<file path="src/design/assert_macros.svh">
`ifndef ASSERT_MACROS_SVH
`define ASSERT_MACROS_SVH

// clocked assertion, disabled during reset
`define TBEQ_ASSERT(label, prop, msg) \
    label: assert property (@(posedge clk) disable iff (!rst_n) prop) else $error(msg);

// same-cycle implication
`define TBEQ_ASSERT_IMPLY(label, ante, cons, msg) \
    `TBEQ_ASSERT(label, (ante) |-> (cons), msg)

// next-cycle implication
`define TBEQ_ASSERT_NEXT(label, ante, cons, msg) \
    `TBEQ_ASSERT(label, (ante) |=> (cons), msg)

`endif

</file>
<file path="src/design/tbeq_pkg.sv">
package tbeq_pkg;

    localparam int SAMPLE_W  = 16;
    localparam int GAIN_W    = 16;
    localparam int GAIN_FRAC = 12;
    localparam int OUT_W     = 16;
    localparam int TAP_W     = 8;
    localparam int BAND_W    = 2;

    localparam int APB_ADDR_W = 4;
    localparam int APB_DATA_W = 32;

    localparam logic REQ_SAMPLE = 1'b0;
    localparam logic REQ_COEF   = 1'b1;

    localparam logic [BAND_W-1:0] BAND_LOW  = 2'd0;
    localparam logic [BAND_W-1:0] BAND_MID  = 2'd1;
    localparam logic [BAND_W-1:0] BAND_HIGH = 2'd2;

    localparam logic [1:0] REG_GAIN_LOW  = 2'd0;
    localparam logic [1:0] REG_GAIN_BAND = 2'd1;
    localparam logic [1:0] REG_GAIN_HIGH = 2'd2;

    localparam logic signed [GAIN_W-1:0] GAIN_LOW_RST  = 16'sd4096;
    localparam logic signed [GAIN_W-1:0] GAIN_BAND_RST = 16'sd0;
    localparam logic signed [GAIN_W-1:0] GAIN_HIGH_RST = 16'sd0;

    typedef struct packed {
        logic signed [GAIN_W-1:0] gain_low;
        logic signed [GAIN_W-1:0] gain_band;
        logic signed [GAIN_W-1:0] gain_high;
    } tbeq_gains_t;

    typedef struct packed {
        logic              accept_sample;
        logic              accept_coef;
        logic              mac_issue;
        logic              comb_mul;
        logic              comb_add;
        logic [BAND_W-1:0] band_sel;
        logic              sum;
        logic              round;
        logic              out_load;
    } tbeq_cmd_t;

    typedef struct packed {
        logic last_tap;
    } tbeq_stat_t;

endpackage

</file>
<file path="src/design/tbeq_ctrl.sv">
`include "assert_macros.svh"

module tbeq_ctrl import tbeq_pkg::*; (
    input  logic       clk,
    input  logic       rst_n,
    input  logic       in_valid,
    input  logic       in_req_type,
    output logic       in_ready,
    output logic       out_valid,
    input  logic       out_ready,
    input  tbeq_stat_t stat,
    output tbeq_cmd_t  cmd
);

    localparam logic [3:0] ST_IDLE   = 4'd0;
    localparam logic [3:0] ST_MAC    = 4'd1;
    localparam logic [3:0] ST_DRAIN0 = 4'd2;
    localparam logic [3:0] ST_DRAIN1 = 4'd3;
    localparam logic [3:0] ST_MUL    = 4'd4;
    localparam logic [3:0] ST_ADD    = 4'd5;
    localparam logic [3:0] ST_SUM    = 4'd6;
    localparam logic [3:0] ST_ROUND  = 4'd7;
    localparam logic [3:0] ST_LOAD   = 4'd8;

    logic [3:0]        state_reg;
    logic [3:0]        state_next;
    logic [BAND_W-1:0] band_reg;
    logic [BAND_W-1:0] band_next;
    logic              out_valid_reg;
    logic              out_valid_next;

    always_comb
    begin
        state_next = state_reg;
        band_next  = band_reg;
        in_ready   = 1'b0;
        cmd        = '0;
        cmd.band_sel = band_reg;
        unique case (state_reg)
            ST_IDLE:
            begin
                in_ready = 1'b1;
                if (in_valid)
                begin
                    if (in_req_type == REQ_SAMPLE)
                    begin
                        cmd.accept_sample = 1'b1;
                        state_next        = ST_MAC;
                    end
                    else
                    begin
                        cmd.accept_coef = 1'b1;
                    end
                end
            end
            ST_MAC:
            begin
                cmd.mac_issue = 1'b1;
                if (stat.last_tap)
                begin
                    state_next = ST_DRAIN0;
                end
            end
            ST_DRAIN0:
            begin
                state_next = ST_DRAIN1;
            end
            ST_DRAIN1:
            begin
                band_next  = BAND_LOW;
                state_next = ST_MUL;
            end
            ST_MUL:
            begin
                cmd.comb_mul = 1'b1;
                state_next   = ST_ADD;
            end
            ST_ADD:
            begin
                cmd.comb_add = 1'b1;
                if (band_reg == BAND_HIGH)
                begin
                    state_next = ST_SUM;
                end
                else
                begin
                    band_next  = band_reg + 1'b1;
                    state_next = ST_MUL;
                end
            end
            ST_SUM:
            begin
                cmd.sum    = 1'b1;
                state_next = ST_ROUND;
            end
            ST_ROUND:
            begin
                cmd.round  = 1'b1;
                state_next = ST_LOAD;
            end
            ST_LOAD:
            begin
                if (!out_valid_reg || out_ready)
                begin
                    cmd.out_load = 1'b1;
                    state_next   = ST_IDLE;
                end
            end
            default:
            begin
                state_next = ST_IDLE;
            end
        endcase
    end

    always_comb
    begin
        out_valid_next = out_valid_reg;
        if (cmd.out_load)
        begin
            out_valid_next = 1'b1;
        end
        else if (out_ready)
        begin
            out_valid_next = 1'b0;
        end
    end

    always_ff @(posedge clk or negedge rst_n)
    begin
        if (!rst_n)
        begin
            state_reg     <= ST_IDLE;
            band_reg      <= BAND_LOW;
            out_valid_reg <= 1'b0;
        end
        else
        begin
            state_reg     <= state_next;
            band_reg      <= band_next;
            out_valid_reg <= out_valid_next;
        end
    end

    assign out_valid = out_valid_reg;

    `TBEQ_ASSERT_NEXT(a_sample_starts_mac,
        in_valid && in_ready && in_req_type == REQ_SAMPLE,
        state_reg == ST_MAC, "accepted sample did not start the tap sweep")

    `TBEQ_ASSERT_IMPLY(a_no_result_overwrite, cmd.out_load,
        !out_valid_reg || out_ready, "pending result overwritten")

    `TBEQ_ASSERT_IMPLY(a_band_in_range, state_reg == ST_MUL || state_reg == ST_ADD,
        band_reg == BAND_LOW || band_reg == BAND_MID || band_reg == BAND_HIGH,
        "combine step on a nonexistent bank")

endmodule

</file>
<file path="config.mk">
export PLATFORM = sky130hd
export DESIGN_NAME = tbeq_ctrl
export DESIGN_NICKNAME = d
export VERILOG_FILES = /design/src/design/tbeq_pkg.sv /design/src/design/tbeq_ctrl.sv
export VERILOG_INCLUDE_DIRS = /design/src /design/src/design
export SDC_FILE = /design/constraint.sdc
export NUM_CORES = 1
export LEC_CHECK = 0
export ABC_AREA = 1
export BUFFER_PORTS_ARGS = -buffer_cell sky130_fd_sc_hd__buf_2
export CAP_MARGIN = 20
export CORE_AREA = 4 4 41 43
export DETAILED_ROUTE_END_ITERATION = 7
export DIE_AREA = 0 0 45 47
export GPL_TIMING_DRIVEN = 0
export PLACE_DENSITY = 0.72
export SETUP_SLACK_MARGIN = 0.2
export SLEW_MARGIN = 40
export SYNTH_ARGS = -nofsm -noshare
export SYNTH_HDL_FRONTEND = slang
export SYNTH_SLANG_ARGS = --single-unit
</file>
<file path="constraint.sdc">
create_clock -name clk -period 1.3 [get_ports clk]
set_clock_uncertainty 0.15 [all_clocks]
set_input_delay 0.065 -clock clk [delete_from_list [all_inputs] [get_ports clk]]
set_output_delay 0.065 -clock clk [all_outputs]
set_load 0.01 [all_outputs]
</file>
==> metrics.txt, run 1 <==
hpwl dp 874 microns; routability cong. 0.745; power density over cell area 2070 nW/um^2; main combinational cell family by area after synthesis simple AND/OR/NAND/NOR gates; GRT Overall Usage 13.2%; CTS Buf Count 3; Post-DRT Antenna Nets 0; I/O pins 18; mux contribution to synthesized area 0%; router iterations before antenna repair 4; post-synthesis xor/xnor area fraction 0%; commonest cells after routing, fill and taps aside nand2_1 (15), buf_2 (15), buf_4 (10); die span in y 47 microns; row cnt 13; initial core utilization 36.0%; Critical Path Max Stage Delay 0.42 ns; n_diodes 0; outcome complete, but fails checks; Final Routed Wirelength 1340 microns; worst path bufs/invs 3; min Tclk post-route 1.47 ns; via/cell ratio 4.54; Final Setup Violations 11; initial DRC count 9; Final Cycle Share 113%; cell family with most CP delay flip-flops; number of antenna violations at the first check in global routing 0; Slew @ Worst Pin 0.172 ns; critical path cell sequence inv_2 > nor2_2 > nand2_2 > nor2_1 > buf_4 > buf_6; setup ws final -0.172 ns; crit end category primary output; H-Tree Depth 1; setup tns final -0.770 ns; Critical Path Source Type register; Filler cells 125; Crit Path Class register to primary output; clk sink count 7; Synth Area in Compound Gates 3.21%; CTS root buffer clkbuf_4; Cells after Synth 70; post-synthesis sequential area ratio 37.4%; Syn Area/Cell 6.68 sq um; slew margin rel. 88.5%; DIE WIDTH 45 microns; Slowest cell on crit path dfrtp_2; Fin. Hold Viols 0; CP Depth 6; first-pass GRT wire length 2020 microns; Worst-Skew Late Latency 0.24 ns; failing checks setup timing; Syn-to-layout area delta 69.8%; Core Util, Final 61.1%; RSZ-0062 raised after global routing yes; Worst Hold Class input pin to async pin; wire length per cell 11.1 microns; leakage power 0.486 nW; Congestion Overflow GR 0; CP Max Fanout 3; FMAX 0.679 GHz; synthesized cell area 468 sq um; CTS tree built; Synth Area in Adders 2.67%; VDD IR-drop max 1120 uV; Synth Area in Simple Gates 43.9%; # DRC 0; Worst-path clk slew 0.05 ns; CP required 1.09 ns; register bit total from synthesis 7; worst reg2reg path depth 7; largest net degree at the start of global routing 8; crit path DAT 1.26 ns; Ys Warns 0; IO Port Bufs 17; Core ar. 1300 sq um; fin nets 114; Vias 549; vias in the first global route 503; Synth Net Count 77; share of cells above drive strength 1 54.7%; max FFs per register 4; Max Slew Vio Count 0; CTS max path bufs 2; maxcap violations 0; Synth cell types 16; die footprint 2120 sq um
==> metrics by stage <==
| step | power (mW) | hold slack [ns] | setup WS (ns) | cell area [sq um] | std cells |
|---|---|---|---|---|---|
| CTS | 1.52 | 0.0115 | -0.132 | 756 | 119 |
| finish | 1.65 | 0.0183 | -0.172 | 795 | 121 |
| global placement | 0.989 | -0.250 | 0.0252 | 583 | 102 |
| detailed placement | 1.01 | -0.248 | -0.0154 | 583 | 102 |
| global route | 1.80 | 0.0191 | -0.237 | 795 | 121 |
| floorplan | 0.820 | -0.381 | 0.129 | 479 | 70 |
==> repair_timing <==
| item | 4_1_cts | 5_1_grt |
|---|---|---|
| pin swaps | 7 | 10 |
| buffers inserted | 10 | 2 |
| endpoints found under the setup margin | 16 | 16 |
| hold endpoints to repair | 9 | 0 |
| resized for setup | 17 | 9 |
| hold buffers | 3 | 0 |
==> cell type report <==
class / instances / area [sq um] / share of cell area [%]
Clock buffer: 4 / 26.3 / 3.31
Buffer: 1 / 7.51 / 0.945
Tap cell: 15 / 18.8 / 2.36
Timing Repair Buffer: 32 / 229 / 28.8
Sequential cell: 7 / 180 / 22.7
Inverter: 14 / 52.6 / 6.61
Multi-Input combinational cell: 48 / 280 / 35.3
==> worst paths after layout <==
| check | startpoint | end | slack (ns) |
|---|---|---|---|
| max in group asynchronous | rst_n | state_reg[0] | 0.81 |
| min reg2reg | out_valid | out_valid | 0.37 |
| min | rst_n | band_reg[1] | 0.02 |
| max | state_reg[3] | cmd[0] | -0.17 |
| min in group clk | out_ready | state_reg[3] | 0.04 |
| max reg2reg | state_reg[3] | state_reg[1] | -0.07 |
==> layer usage <==
metal / routed length, microns / share of wire (%) / track usage (%) / up-vias
met3: 87 / 6.5 / 3.83 / 0
met5: 0 / 0 / 0 / -
met4: 0 / 0 / 5.26 / 0
met1: 519 / 39 / 14.5 / 250
met2: 736 / 55 / 24.0 / 15
li1: - / - / - / 284
==> cells in the mapped netlist, drive strengths merged <==
master,count,area [sq um]
nand2,21,81.3
inv,14,52.6
nor2,14,70.1
dfrtp,7,175
nand3,6,30.0
o21ai,3,15.0
nand3b,2,18.8
buf,1,7.51
ha,1,12.5
nor3,1,5.00
==> power by group <==
| group | internal (mW) | switching (mW) |
|---|---|---|
| Clock | 0.117 | 0.0762 |
| Sequential | 0.292 | 0.103 |
| Combinational | 0.518 | 0.542 |
==> cells by family (layout without fill, tap and decap cells) <==
logic type | Yosys count | count (layout)
buffers and inverters | 15 | 51
DFF | 7 | 7
and+or+nand+nor | 44 | 44
adders and majority gates | 1 | 1
AOI/OAI and AO/OA | 3 | 3
Note: power is estimated with default switching activity, not from simulation.
==> run 2, diff against run 1 <==
HOLD_SLACK_MARGIN = 0.02   (was not set)
==> metrics.txt, run 2 (synthesis results as in run 1) <==
outcome complete, but fails checks; failing checks setup timing; CTS root buffer clkbuf_4; Crit Path Class register to primary output; maxcap violations 0; reg-to-reg endpoint state_reg[1]; vias in the first global route 507; fin nets 115; initial DRC count 7; via/cell ratio 4.52; Fin. Hold Viols 0; CTS Buf Count 3; CTS tree built; hold path depth 5; Final Setup Violations 11; largest net degree at the start of global routing 8; Final Instance Count excl. Fillers 122; FMAX 0.674 GHz; Critical Path Max Stage Delay 0.42 ns; max FFs per register 4; min Tclk post-route 1.48 ns; Final Routed Wirelength 1350 microns; Top Layer Used met3; Core ar. 1300 sq um; share of cells above drive strength 1 54.2%; initial core utilization 36.0%; Worst-path clk slew 0.05 ns; crit end category primary output; setup ws final -0.183 ns; CP endpoint cmd[0]; wire length per cell 11.1 microns; H-Tree Depth 1; commonest cells after routing, fill and taps aside nand2_1 (15), buf_2 (15), buf_4 (10); I/O pins 18; setup tns final -0.785 ns; IO Port Bufs 17; power consumption 1.65 mW; worst reg2reg path depth 7; CTS max path bufs 2; CP required 1.09 ns; CP startpoint state_reg[3]; number of antenna violations at the first check in global routing 0; routed wl met3 87 microns; die span in y 47 microns; Congestion Overflow GR 0; VDD IR-drop max 1120 uV; DIE WIDTH 45 microns; dpl ws -0.0154 ns; crit path DAT 1.27 ns; Slowest cell on crit path dfrtp_2; worst path bufs/invs 3; M1 wire length 512 microns; critical path cell sequence inv_2 > nor2_2 > nand2_2 > nor2_1 > buf_4 > buf_6; leakage power 0.491 nW; hpwl dp 874 microns; Critical Path Source Type register; CP Depth 6; Syn-to-layout area delta 71.9%; r2r setup slk -0.06 ns; Slew @ Worst Pin 0.172 ns; Vias 552; router iterations before antenna repair 3; # DRC 0; cell family with most CP delay flip-flops; die footprint 2120 sq um; power density over cell area 2050 nW/um^2; clk sink count 7; first-pass GRT wire length 2020 microns; met2 wire length 748 microns; reg2reg start state_reg[3]; slew margin rel. 88.5%; row cnt 13; Post-DRT Antenna Nets 0; Final Cycle Share 114%; Worst Hold Class input pin to register; RSZ-0062 raised after global routing yes; n_diodes 0; CP Max Fanout 3; GRT Overall Usage 13.2%; Max Slew Vio Count 0; Worst-Skew Late Latency 0.25 ns; Inst Count DP 102; routability cong. 0.745
run 2: area by class of cell:
cell class                      count  area, sq um
Timing Repair Buffer               33          239
Fill cell                         124          497
Buffer                              1         7.51
Multi-Input combinational cell     48          280
Inverter                           14         52.6
Sequential cell                     7          180
Clock buffer                        4         26.3
Tap cell                           15         18.8
run 2: per-stage QoR:
stage / utilization [%] / instance area, sq um / hold slack [ns]
finish: 61.8 / 805 / 0.106
global route: 61.8 / 805 / 0.149
floorplan: - / 479 / -0.381
detailed placement: 44.8 / 583 / -0.248
CTS: 58.1 / 756 / 0.0258
global placement: 44.8 / 583 / -0.250
run 2: repair_timing:
item / in CTS / in global routing
setup endpoints to repair: 16 / 16
setup buffers: 10 / 2
hold buffers: 3 / 1
endpoints found under the hold margin: 10 / 6
gates cloned: 0 / 0
pin swaps: 7 / 10
gates resized for setup: 17 / 9
run 2: worst min path at each step:
stage / startpoint / endpoint
2_1_floorplan: rst_n / band_reg[0]
3_3_place_gp: rst_n / out_valid
3_5_place_dp: rst_n / state_reg[3]
4_1_cts: rst_n / band_reg[1]
5_1_grt: in_valid / state_reg[1]
6_report: in_valid / state_reg[1]
run 2: worst register-to-register path: cells and delay by family, from the launching register on:
kind | cells | cell delay, ns
simple gates | 5 | 0.43
buf+inv | 2 | 0.26
flops | 1 | 0.45
run 2: report_power, final:
group	internal [mW]	switching (mW)	leakage (nW)
sequential	0.292	0.104	0.0873
combinational	0.520	0.541	0.388
clock	0.117	0.0761	0.0150
run 2: layer usage:
layer  vias to the layer above  track usage (%)
met2                        13             24.3
met1                       252             14.2
met5                         -                0
li1                        287                -
met4                         0             5.26
met3                         0             3.83
