===== src/design/assert_macros.svh =====
`ifndef ASSERT_MACROS_SVH
`define ASSERT_MACROS_SVH

// clocked assertion, disabled during reset
`define TBEQ_ASSERT(label, prop, msg) \
    label: assert property (@(posedge clk) disable iff (!rst_n) prop) else $error(msg);

// same-cycle implication
`define TBEQ_ASSERT_IMPLY(label, ante, cons, msg) \
    `TBEQ_ASSERT(label, (ante) |-> (cons), msg)

// next-cycle implication
`define TBEQ_ASSERT_NEXT(label, ante, cons, msg) \
    `TBEQ_ASSERT(label, (ante) |=> (cons), msg)

`endif


===== src/design/tbeq_pkg.sv =====
package tbeq_pkg;

    localparam int SAMPLE_W  = 16;
    localparam int GAIN_W    = 16;
    localparam int GAIN_FRAC = 12;
    localparam int OUT_W     = 16;
    localparam int TAP_W     = 8;
    localparam int BAND_W    = 2;

    localparam int APB_ADDR_W = 4;
    localparam int APB_DATA_W = 32;

    localparam logic REQ_SAMPLE = 1'b0;
    localparam logic REQ_COEF   = 1'b1;

    localparam logic [BAND_W-1:0] BAND_LOW  = 2'd0;
    localparam logic [BAND_W-1:0] BAND_MID  = 2'd1;
    localparam logic [BAND_W-1:0] BAND_HIGH = 2'd2;

    localparam logic [1:0] REG_GAIN_LOW  = 2'd0;
    localparam logic [1:0] REG_GAIN_BAND = 2'd1;
    localparam logic [1:0] REG_GAIN_HIGH = 2'd2;

    localparam logic signed [GAIN_W-1:0] GAIN_LOW_RST  = 16'sd4096;
    localparam logic signed [GAIN_W-1:0] GAIN_BAND_RST = 16'sd0;
    localparam logic signed [GAIN_W-1:0] GAIN_HIGH_RST = 16'sd0;

    typedef struct packed {
        logic signed [GAIN_W-1:0] gain_low;
        logic signed [GAIN_W-1:0] gain_band;
        logic signed [GAIN_W-1:0] gain_high;
    } tbeq_gains_t;

    typedef struct packed {
        logic              accept_sample;
        logic              accept_coef;
        logic              mac_issue;
        logic              comb_mul;
        logic              comb_add;
        logic [BAND_W-1:0] band_sel;
        logic              sum;
        logic              round;
        logic              out_load;
    } tbeq_cmd_t;

    typedef struct packed {
        logic last_tap;
    } tbeq_stat_t;

endpackage


===== src/design/tbeq_cfg.sv =====
module tbeq_cfg import tbeq_pkg::*; (
    input  logic                  clk,
    input  logic                  rst_n,
    input  logic                  psel,
    input  logic                  penable,
    input  logic                  pwrite,
    input  logic [APB_ADDR_W-1:0] paddr,
    input  logic [APB_DATA_W-1:0] pwdata,
    output logic [APB_DATA_W-1:0] prdata,
    output logic                  pready,
    output tbeq_gains_t           gains
);

    tbeq_gains_t gains_reg;
    tbeq_gains_t gains_next;
    logic        wr_en;

    assign pready = 1'b1;
    assign wr_en  = psel && penable && pwrite;

    always_comb
    begin
        gains_next = gains_reg;
        if (wr_en)
        begin
            unique case (paddr[3:2])
                REG_GAIN_LOW:  gains_next.gain_low  = pwdata[GAIN_W-1:0];
                REG_GAIN_BAND: gains_next.gain_band = pwdata[GAIN_W-1:0];
                REG_GAIN_HIGH: gains_next.gain_high = pwdata[GAIN_W-1:0];
                default:       gains_next = gains_reg;
            endcase
        end
    end

    always_comb
    begin
        unique case (paddr[3:2])
            REG_GAIN_LOW:  prdata = APB_DATA_W'(gains_reg.gain_low);
            REG_GAIN_BAND: prdata = APB_DATA_W'(gains_reg.gain_band);
            REG_GAIN_HIGH: prdata = APB_DATA_W'(gains_reg.gain_high);
            default:       prdata = '0;
        endcase
    end

    always_ff @(posedge clk or negedge rst_n)
    begin
        if (!rst_n)
        begin
            gains_reg.gain_low  <= GAIN_LOW_RST;
            gains_reg.gain_band <= GAIN_BAND_RST;
            gains_reg.gain_high <= GAIN_HIGH_RST;
        end
        else
        begin
            gains_reg <= gains_next;
        end
    end

    assign gains = gains_reg;

endmodule


===== config.mk =====
export PLATFORM = sky130hd
export DESIGN_NAME = tbeq_cfg
export DESIGN_NICKNAME = d
export VERILOG_FILES = /design/src/design/assert_macros.svh /design/src/design/tbeq_pkg.sv /design/src/design/tbeq_cfg.sv
export SDC_FILE = /design/constraint.sdc
export NUM_CORES = 1
export LEC_CHECK = 0
export BUFFER_PORTS_ARGS = -buffer_cell sky130_fd_sc_hd__buf_4
export CELL_PAD_IN_SITES_DETAIL_PLACEMENT = 1
export CELL_PAD_IN_SITES_GLOBAL_PLACEMENT = 2
export CORE_MARGIN = 2
export CORE_UTILIZATION = 30
export CTS_BUF_LIST = sky130_fd_sc_hd__clkbuf_4
export CTS_CLUSTER_DIAMETER = 120
export CTS_CLUSTER_SIZE = 8
export DETAILED_ROUTE_END_ITERATION = 7
export GPL_ROUTABILITY_DRIVEN = 0
export PLACE_DENSITY_LB_ADDON = 0.1
export SETUP_SLACK_MARGIN = 0.4
export SLEW_MARGIN = 30
export SYNTH_ARGS = -nofsm -noshare
export SYNTH_HDL_FRONTEND = slang
export SYNTH_SLANG_ARGS = --single-unit

===== constraint.sdc =====
create_clock -name clk -period 4.37 [get_ports clk]
set_input_delay 0.874 -clock clk [delete_from_list [all_inputs] [get_ports clk]]
set_output_delay 0.874 -clock clk [all_outputs]
set_load 0.01 [all_outputs]

==> results of run 1 <==
## Yosys cell counts, drive strengths merged
cell    count
mux2       48
dfrtp      47
buf        24
mux2i      16
nand2      16
o21ai      16
clkbuf      3
and2b       1
conb        1
dfstp       1
nand3       1
nor3        1
nor3b       1
or3b        1
## through the flow
stage	utilization	total power (W)	cells	instance area [sq um]	hold slack, ns
after global routing	0.411	0.00148	365	3130	0.525
after floorplan	-	0.000911	177	2330	0.570
after global placement	0.400	0.00119	355	3040	0.517
after detailed placement	0.400	0.00119	355	3040	0.525
final	0.411	0.00139	365	3130	0.513
after CTS	0.407	0.00142	363	3100	0.511
## per-layer routing
metal,track usage,up-vias,share of wire
met5,0,-,0
met4,0.0448,0,0.0088
met3,0.0518,4,0.085
met2,0.235,68,0.46
met1,0.187,812,0.45
li1,-,762,-
## area by class of cell
type                       count  area [sq um]  area share
timing repair buffer         105           803       0.257
clock buffer                   7          52.6      0.0168
tap                          102           128      0.0408
multi-input combinational    102           938       0.300
sequential                    48          1200       0.384
clock inverter                 1          3.75     0.00120
## cells in the final DEF (no fill, tap or decap), types with 2 or more instances in the layout
master    synthesis  routed
buf_4            19     103
mux2_2           38      38
buf_8             1       2
o21ai_0          15      15
clkbuf_4          0       7
mux2_4           10      10
dfrtp_1          47      47
mux2i_1          16      16
nand2_1          16      16
## cell families after synthesis
| group | after synthesis | synth area share |
|---|---|---|
| DFF | 48 | 0.516 |
| muxes | 64 | 0.317 |
| buffers and inverters | 27 | 0.0865 |
| AOI/OAI and AO/OA | 16 | 0.0344 |
| other | 1 | 0.00161 |
| and+or+nand+nor | 21 | 0.0446 |
## final timing paths
kind | from | endpoint | slack (ns) | cells past startpoint
min in group clk | gains[42] | gains[42] | 0.55 | 1
min reg2reg | gains[42] | gains[42] | 0.55 | 1
max reg2reg | gains[35] | gains[35] | 3.56 | 1
max | paddr[2] | prdata[16] | 1.12 | 6
max in group asynchronous | rst_n | gains[9] | 3.43 | 1
min | rst_n | gains[2] | 0.51 | 1
## power by group through the flow
stage	clock network [W]	logic, W	registers, W
after global routing	0.000242	0.000587	0.000654
after CTS	0.000227	0.000551	0.000637
after floorplan	0	0.000235	0.000676
after global placement	0	0.000545	0.000643
final	0.000213	0.000542	0.000634
after detailed placement	0	0.000550	0.000645
## worst max-delay path: stages
cell	delay, ns
buf_4	0.23
and2b_1	0.68
nand2_1	0.11
o21ai_0	0.09
buf_4	0.22
buf_4	0.15
==> qor.yml, run 1 <==
fin_skew_ns: 0
setup_viol: 0
post-place-ws_ns: 1.06
end_kind: "primary output"
largest_register_ff_count: 48
fin_crit_ns: 3.25
nNetsFinal: 303
cell_internal_pwr_w: 0.000942
syn_nets: 218
io-pin-count: 122
hold_viol_final: 0
drtPass1Iterations: 3
vias_per_cell: 4.51
vias: 1646
relSlewSlack: 0.547
outcome: "finished, final reports clean"
cts_hold_buf: 0
finalMaxSlewViolations: 0
antenna_left: 0
post_cts_buffers: 0
cp-start-kind: "input port"
track_usage: 0.147
p_sw_w: 0.000447
root_buffer: "clkbuf_4"
rows: 32
synthCells: 177
synthToLayoutAreaGrowth_pct: 34.3
tightest_slew_ns: 0.680
cts_max_level: 2
fillers: 840
ys_types: 19
start_util: 0.306
hold_class: "input port to asynchronous set/reset pin"
period_share: 0.745
synthTopCellsByArea: "dfrtp_1, mux2_2, mux2i_1"
worstPathMaxFanout: 20
grt_pass1_vias: 1704
die_h_um: 92.1
critical_path_required_ns: 3.50
cp.arrival_ns: 2.38
clockBufferDepth: 2
antenna_found_initial: 0
fmax_mhz: 307
p_seq_frac: 0.456
synth_area_sq_um: 2330
final_layout_size_suffix_gt1_frac: 0.624
rsz0062_at_grt: "false"
timing.setup.tns_ns: 0
combPwrFrac: 0.390
port_buffers: 102
die_x_um: 92.1
diodes: 0
dieArea_sq_um: 8490
cts_tree: "built"
yosysTopAreaCell: "dfrtp_1"
grt_pass1_wl_mm: 9.51
cts-buffers-inserted: 5
fp.coreArea_sq_um: 7610
fin_ws_ns: 1.12
synth_seq_cells: 48
clock_latency_ns: 0.36
p_per_area_nw_per_um2: 444
synth.top_cell.area_share: 0.505
dr.first_iter.drc_count: 31
clkPwrFrac: 0.153
cellLeakagePower_nw: 1.55
cts_resized: 0
ir_drop_mv: 0.160
grt_max_degree: 49
post-route-drc-count: 0
dp_hpwl_mm: 3.98
finalWirelength_mm: 6.13
cts_sinks: 48
grt_overflow: 0
ys_seq_area_frac: 0.516
maxCapViolCount: 0
clk_pin_slew_ns: 0.14
synth.avg_cell_area_sq_um: 13.2
yosysWarnings: 0
swShare: 0.322
wl_per_cell_um: 16.8
path_class: "input port to primary output"
Power figures use the tool's default switching activity.
==> run 2: changes to the inputs <==
- ABC_AREA: not set -> 1
- CORE_UTILIZATION: 30 -> 22
- clock period: 4.37 -> 2.9 ns (I/O delays scaled with it)
==> qor.yml, run 2 <==
path_class: "input port to primary output"  # unchanged
finalMaxSlewViolations: 0  # unchanged
root_buffer: "clkbuf_4"  # unchanged
crit_top_cell: "buf_4"  # unchanged
reg2reg_slack_ns: 2.16  # was 3.56 ns
clk_pin_slew_ns: 0.15  # was 0.14 ns
p_per_area_nw_per_um2: 608  # was 444 nW/um^2
io-pin-count: 122  # unchanged
grt_pass1_vias: 2140  # was 1,704
synth_area_sq_um: 2400  # was 2330 sq um
rsz0062_at_grt: "false"  # unchanged
largest_register_ff_count: 48  # unchanged
tightest_slew_ns: 0.666  # was 0.680 ns
fin_crit_ns: 2.20
synthToLayoutAreaGrowth_pct: 33.8  # was 34.3%
fp.coreArea_sq_um: 10700  # was 7610 sq um
track_usage: 0.140  # was 0.147
fin_skew_ns: 0  # unchanged
critical_path.top_delay_family: "buffers and inverters"  # was simple AND/OR/NAND/NOR gates
finalPower_w: 0.00195  # was 0.00139 W
layout.cells.non_filler: 529  # was 365
nNetsFinal: 429  # was 303
fmax_mhz: 455
cts-buffers-inserted: 5  # unchanged
hold_viol_final: 0  # unchanged
wl_per_cell_um: 15.0  # was 16.8 um
timing.setup.tns_ns: 0  # unchanged
yosysWarnings: 0  # unchanged
ys_seq_area_frac: 0.500  # was 0.516
setup_viol: 0  # unchanged
synthSimpleGateAreaFrac: 0.399  # was 0.0446
cts_max_level: 2  # unchanged
synth_common_cells: "nand2_1, dfrtp_1, buf_4, nand3_1, nand2_2"  # was dfrtp_1, mux2_2, buf_4, mux2i_1, nand2_1
period_share: 0.759
synthCells: 301  # was 177
rr_startpoint: "gains[44]"  # was gains[35]
yosysMostFrequentCell: "nand2_1"  # was dfrtp_1
synth_compound_area_frac: 0  # was 0.0344
slowest_delay_ns: 0.26  # was 0.68 ns
synth-xor-area-share: 0  # unchanged
yosysTopAreaCell: "dfrtp_1"  # unchanged
vias_per_cell: 4.08  # was 4.51
finalWirelength_mm: 7.96  # was 6.13 mm
worstPathMaxFanout: 10  # was 20
synth.top_cell.area_share: 0.489  # was 0.505
path_buf_inv: 5  # was 3
synth_seq_cells: 48  # unchanged
grt_max_degree: 49  # unchanged
die_h_um: 109  # was 92.1 um
maxCapViolCount: 0  # unchanged
synth_top_family_by_area: "simple AND/OR/NAND/NOR gates"  # was multiplexers
ir_drop_mv: 0.160  # about the same
async_reset_ff_frac: 1.00  # unchanged
cts_sinks: 48  # unchanged
grt_pass1_wl_mm: 12.2  # was 9.51 mm
cts_tree: "built"  # unchanged
cp.arrival_ns: 1.62  # was 2.38 ns
final_cell_mix: "nand2_1, buf_4, dfrtp_1"  # was buf_4, dfrtp_1, mux2_2
antenna_left: 0  # unchanged
drtPass1Iterations: 3  # unchanged
cp-start-kind: "input port"  # unchanged
r2r-end: "gains[44]"  # was gains[35]
dieArea_sq_um: 11800  # was 8490 sq um
synth.avg_cell_area_sq_um: 7.99  # was 13.2 sq um
final_common_cell: "nand2_1"  # was buf_4
grt_overflow: 0  # unchanged
synth_edf_count: 0  # unchanged
dr.first_iter.drc_count: 64  # was 31
clockBufferDepth: 2  # unchanged
final_layout_size_suffix_gt1_frac: 0.360  # was 0.624
place_inst: 521  # was 355
crit_start: "paddr[3]"  # was paddr[2]
place_area_sq_um: 3160  # was 3040 sq um
crit_chain: "buf_4 -> inv_1 -> nand2_2 -> inv_2 -> buf_4 -> nand2_1 -> nand3_1 -> buf_4"  # was buf_4 -> and2b_1 -> nand2_1 -> o21ai_0 -> buf_4 -> buf_4
antenna_found_initial: 0  # unchanged
post-route-drc-count: 0  # unchanged
relSlewSlack: 0.556  # was 0.547
cts_hold_buf: 0  # unchanged
hold_class: "input port to asynchronous set/reset pin"  # unchanged
port_buffers: 102  # unchanged
synthMuxAreaShare: 0  # was 0.317
die_x_um: 109  # was 92.1 um
reg2reg_depth: 2  # was 1
dp_hpwl_mm: 5.42  # was 3.98 mm
outcome: "finished, final reports clean"  # unchanged
ys_types: 16  # was 19
end_kind: "primary output"  # unchanged
syn_nets: 342  # was 218
critPathSlowestCell: "buf_4"  # was and2b_1
synthAdderAreaFrac: 0  # unchanged
cellLeakagePower_nw: 1.81  # was 1.55 nW
diodes: 0  # unchanged
vias: 2160  # was 1,646
rows: 38  # was 32
critical_path_required_ns: 2.32  # was 3.50 ns
synthTopCellsByArea: "dfrtp_1, nand2_1, buf_4"  # was dfrtp_1, mux2_2, mux2i_1
synth_ff_type: "dfrtp_1"  # unchanged
clock_latency_ns: 0.37  # was 0.36 ns
final_area_sq_um: 3220  # was 3130 sq um
start_util: 0.224  # was 0.306
## run 2: cell count changes after synthesis, moves of 10 or more
cell	change
o21ai_0	-15
mux2_4	-10
nand2_2	+13
nand3_1	+15
nand2_1	+167
mux2_2	-38
mux2i_1	-16
## run 2: routing by layer
layer  GRT usage  up-vias  share of wire
li1            -     1073              -
met1       0.177     1037           0.43
met2       0.248       48           0.52
met3      0.0199        2          0.044
met4      0.0385        0         0.0046
met5           0        -              0
## run 2: kinds of logic (layout without fill, tap and decap cells)
family,Yosys count,in the layout
flops,48,48
buf+inv,31,119
simple gates,221,221
other cells,1,1
## run 2: metrics by stage
stage	hold WS, ns	utilization	worst slack, ns
6_report	0.228	0.299	0.700
5_1_grt	0.254	0.299	0.590
4_1_cts	0.248	0.299	0.510
3_5_place_dp	0.487	0.294	0.512
3_3_place_gp	0.470	0.294	0.569
2_1_floorplan	0.284	-	0.809
## run 2: worst max-delay path by stage
stage / to / slack [ns] / depth (start not counted)
2_1_floorplan: prdata[16] / 0.81 / 6
3_5_place_dp: prdata[26] / 0.51 / 7
6_report: prdata[10] / 0.70 / 8
5_1_grt: prdata[4] / 0.59 / 8
3_3_place_gp: prdata[17] / 0.57 / 7
4_1_cts: prdata[26] / 0.51 / 7
## run 2: layout make-up
type / instances / area, sq um
fillers: 1345 / 7530
clock inverters: 2 / 11.3
flip-flops and latches: 48 / 1200
clock buffers: 6 / 45.0
well taps: 140 / 175
repair buffers: 106 / 796
multi-input cells: 222 / 968
inverters: 5 / 18.8
## run 2: power by group
group | leakage [nW] | total [W] | internal, W | switching, W
sequential | 0.608 | 0.000929 | 0.000807 | 0.000122
clock | 0.0293 | 0.000336 | 0.000102 | 0.000234
combinational | 1.17 | 0.000689 | 0.000352 | 0.000338
total | 1.81 | 0.00195 | 0.00126 | 0.000694
## run 2: what timing repair did
item | 4_1_cts | 5_1_grt
buffers inserted | 0 | 0
setup endpoints to repair | 0 | 17
gates resized for setup | 0 | 1
==> run 3: changes to the inputs <==
- clock period: 2.9 -> 1.9 ns (I/O delays scaled with it)
==> qor.yml, run 3 (synthesized netlist as in run 2, its figures left out) <==
finalMaxSlewViolations: 0  # unchanged
fp.coreArea_sq_um: 10700  # unchanged
rsz0062_at_grt: "true"  # was false
place_inst: 523  # was 521
critical_path_required_ns: 1.52  # was 2.32 ns
wl_per_cell_um: 15.6  # was 15.0 um
dieArea_sq_um: 11800  # unchanged
die_h_um: 109  # unchanged
grt_pass1_wl_mm: 13.2  # was 12.2 mm
fmax_mhz: 634
dp_hpwl_mm: 5.49  # was 5.42 mm
io-pin-count: 122  # unchanged
grt_pass1_vias: 2350  # was 2,140
swShare: 0.352  # was 0.355
p_seq_frac: 0.416  # was 0.475
cellLeakagePower_nw: 2.32  # was 1.81 nW
drtPass1Iterations: 4  # was 3
rows: 38  # unchanged
ir_drop_mv: 0.323  # was 0.160 mV
antenna_left: 0  # unchanged
p_sw_w: 0.00120  # was 0.000694 W
post-route-drc-count: 0  # unchanged
layout.cells.non_filler: 583  # was 529
final_layout_size_suffix_gt1_frac: 0.519  # was 0.360
cp.arrival_ns: 1.20  # was 1.62 ns
clk_pin_slew_ns: 0.15  # about the same
grt_overflow: 0  # unchanged
cts_tree: "built"  # unchanged
tightest_slew_ns: 0.671  # was 0.666 ns
fin_skew_ns: 0  # unchanged
synthToLayoutAreaGrowth_pct: 70.2  # was 33.8%
whs_ns: 0.0360  # was 0.228 ns
worstPathMaxFanout: 5  # was 10
path_class: "register to primary output"  # was input port to primary output
p_per_area_nw_per_um2: 836  # was 608 nW/um^2
cts_hold_buf: 0  # unchanged
setup_viol: 0  # unchanged
track_usage: 0.150  # was 0.140
clock_latency_ns: 0.36  # was 0.37 ns
fillers: 1318  # was 1,345
end_kind: "primary output"  # unchanged
vias_per_cell: 4.14  # was 4.08
start_util: 0.224  # unchanged
cts_sinks: 48  # unchanged
die_x_um: 109  # unchanged
hold_viol_final: 0  # unchanged
cts-buffers-inserted: 5  # unchanged
nNetsFinal: 484  # was 429
finalWirelength_mm: 9.10  # was 7.96 mm
diodes: 0  # unchanged
cts_max_level: 2  # unchanged
dr.first_iter.drc_count: 69  # was 64
hold_class: "input port to asynchronous set/reset pin"  # unchanged
final_common_cell: "nand2_1"  # unchanged
cp-start-kind: "register"  # was input port
timing.setup.tns_ns: 0  # unchanged
fin_crit_ns: 1.58
combPwrFrac: 0.440  # was 0.353
cell_internal_pwr_w: 0.00222  # was 0.00126 W
final_cell_mix: "nand2_1, buf_4, dfrtp_1"  # unchanged
clkPwrFrac: 0.144  # was 0.172
port_buffers: 102  # unchanged
largest_register_ff_count: 48  # unchanged
grt_max_degree: 49  # unchanged
relSlewSlack: 0.553  # was 0.556
maxCapViolCount: 0  # unchanged
clockBufferDepth: 2  # unchanged
outcome: "finished, final reports clean"  # unchanged
period_share: 0.830
vias: 2415  # was 2,160
root_buffer: "clkbuf_4"  # unchanged
antenna_found_initial: 0  # unchanged
finalPower_w: 0.00342  # was 0.00195 W
[run 3: cell types whose count changed in the layout (fill, tap and decap cells not counted), sizes merged]
cell   change
nand3      +2
buf       +52
[run 3: per-stage QoR]
| stage | utilization | cell area [sq um] | worst slack (ns) |
|---|---|---|---|
| 2_1_floorplan | - | 2420 | 0.402 |
| 3_3_place_gp | 0.300 | 3220 | 0.192 |
| 3_5_place_dp | 0.300 | 3220 | 0.180 |
| 4_1_cts | 0.328 | 3530 | 0.285 |
| 5_1_grt | 0.381 | 4090 | 0.236 |
| 6_report | 0.381 | 4090 | 0.322 |
[run 3: final timing paths]
check / depth (start not counted) / to / startpoint / slack, ns
setup / recovery: 3 / prdata[18] / gains[31] / 0.32
min in group clk: 3 / gains[41] / pwdata[9] / 0.22
max in group asynchronous: 1 / gains[31] / rst_n / 1.39
hold / removal: 1 / gains[34] / rst_n / 0.04
setup reg to reg: 4 / gains[44] / gains[44] / 0.99
hold reg to reg: 2 / gains[16] / gains[16] / 0.52
[run 3: final cells by class]
type / instances / area, sq um / share of cell area
inverters: 5 / 38.8 / 0.00948
multi-input cells: 224 / 1200 / 0.294
well taps: 140 / 175 / 0.0428
clock buffers: 5 / 37.5 / 0.00917
flip-flops and latches: 48 / 1200 / 0.294
clock inverters: 2 / 12.5 / 0.00306
repair buffers: 159 / 1420 / 0.347
[run 3: power by group through the flow]
stage	logic, W	registers [W]	clock network (W)
after floorplan	0.000423	0.00151	0
after global placement	0.00109	0.00145	0
after detailed placement	0.00110	0.00145	0
after CTS	0.00121	0.00143	0.000526
after global routing	0.00165	0.00145	0.000555
final	0.00150	0.00142	0.000491
[run 3: metal layers]
| metal | GRT usage | vias to the layer above | wire length (um) |
|---|---|---|---|
| li1 | - | 1190 | - |
| met1 | 0.203 | 1170 | 3950 |
| met2 | 0.253 | 55 | 4770 |
| met3 | 0.0247 | 0 | 373 |
| met4 | 0.0321 | 0 | 0 |
| met5 | 0 | - | 0 |
[run 3: worst max-delay path: stages, from the launching register on]
cell and delay [ns]:
dfrtp_2 0.48, nand2_8 0.10, nand3_4 0.12, buf_6 0.15
[run 3: what timing repair did]
item	CTS	global route
resized for setup	27	71
endpoints found under the setup margin	32	52
setup buffers	13	36
endpoints found under the hold margin	0	0
pin swaps	7	25
gates cloned	3	1
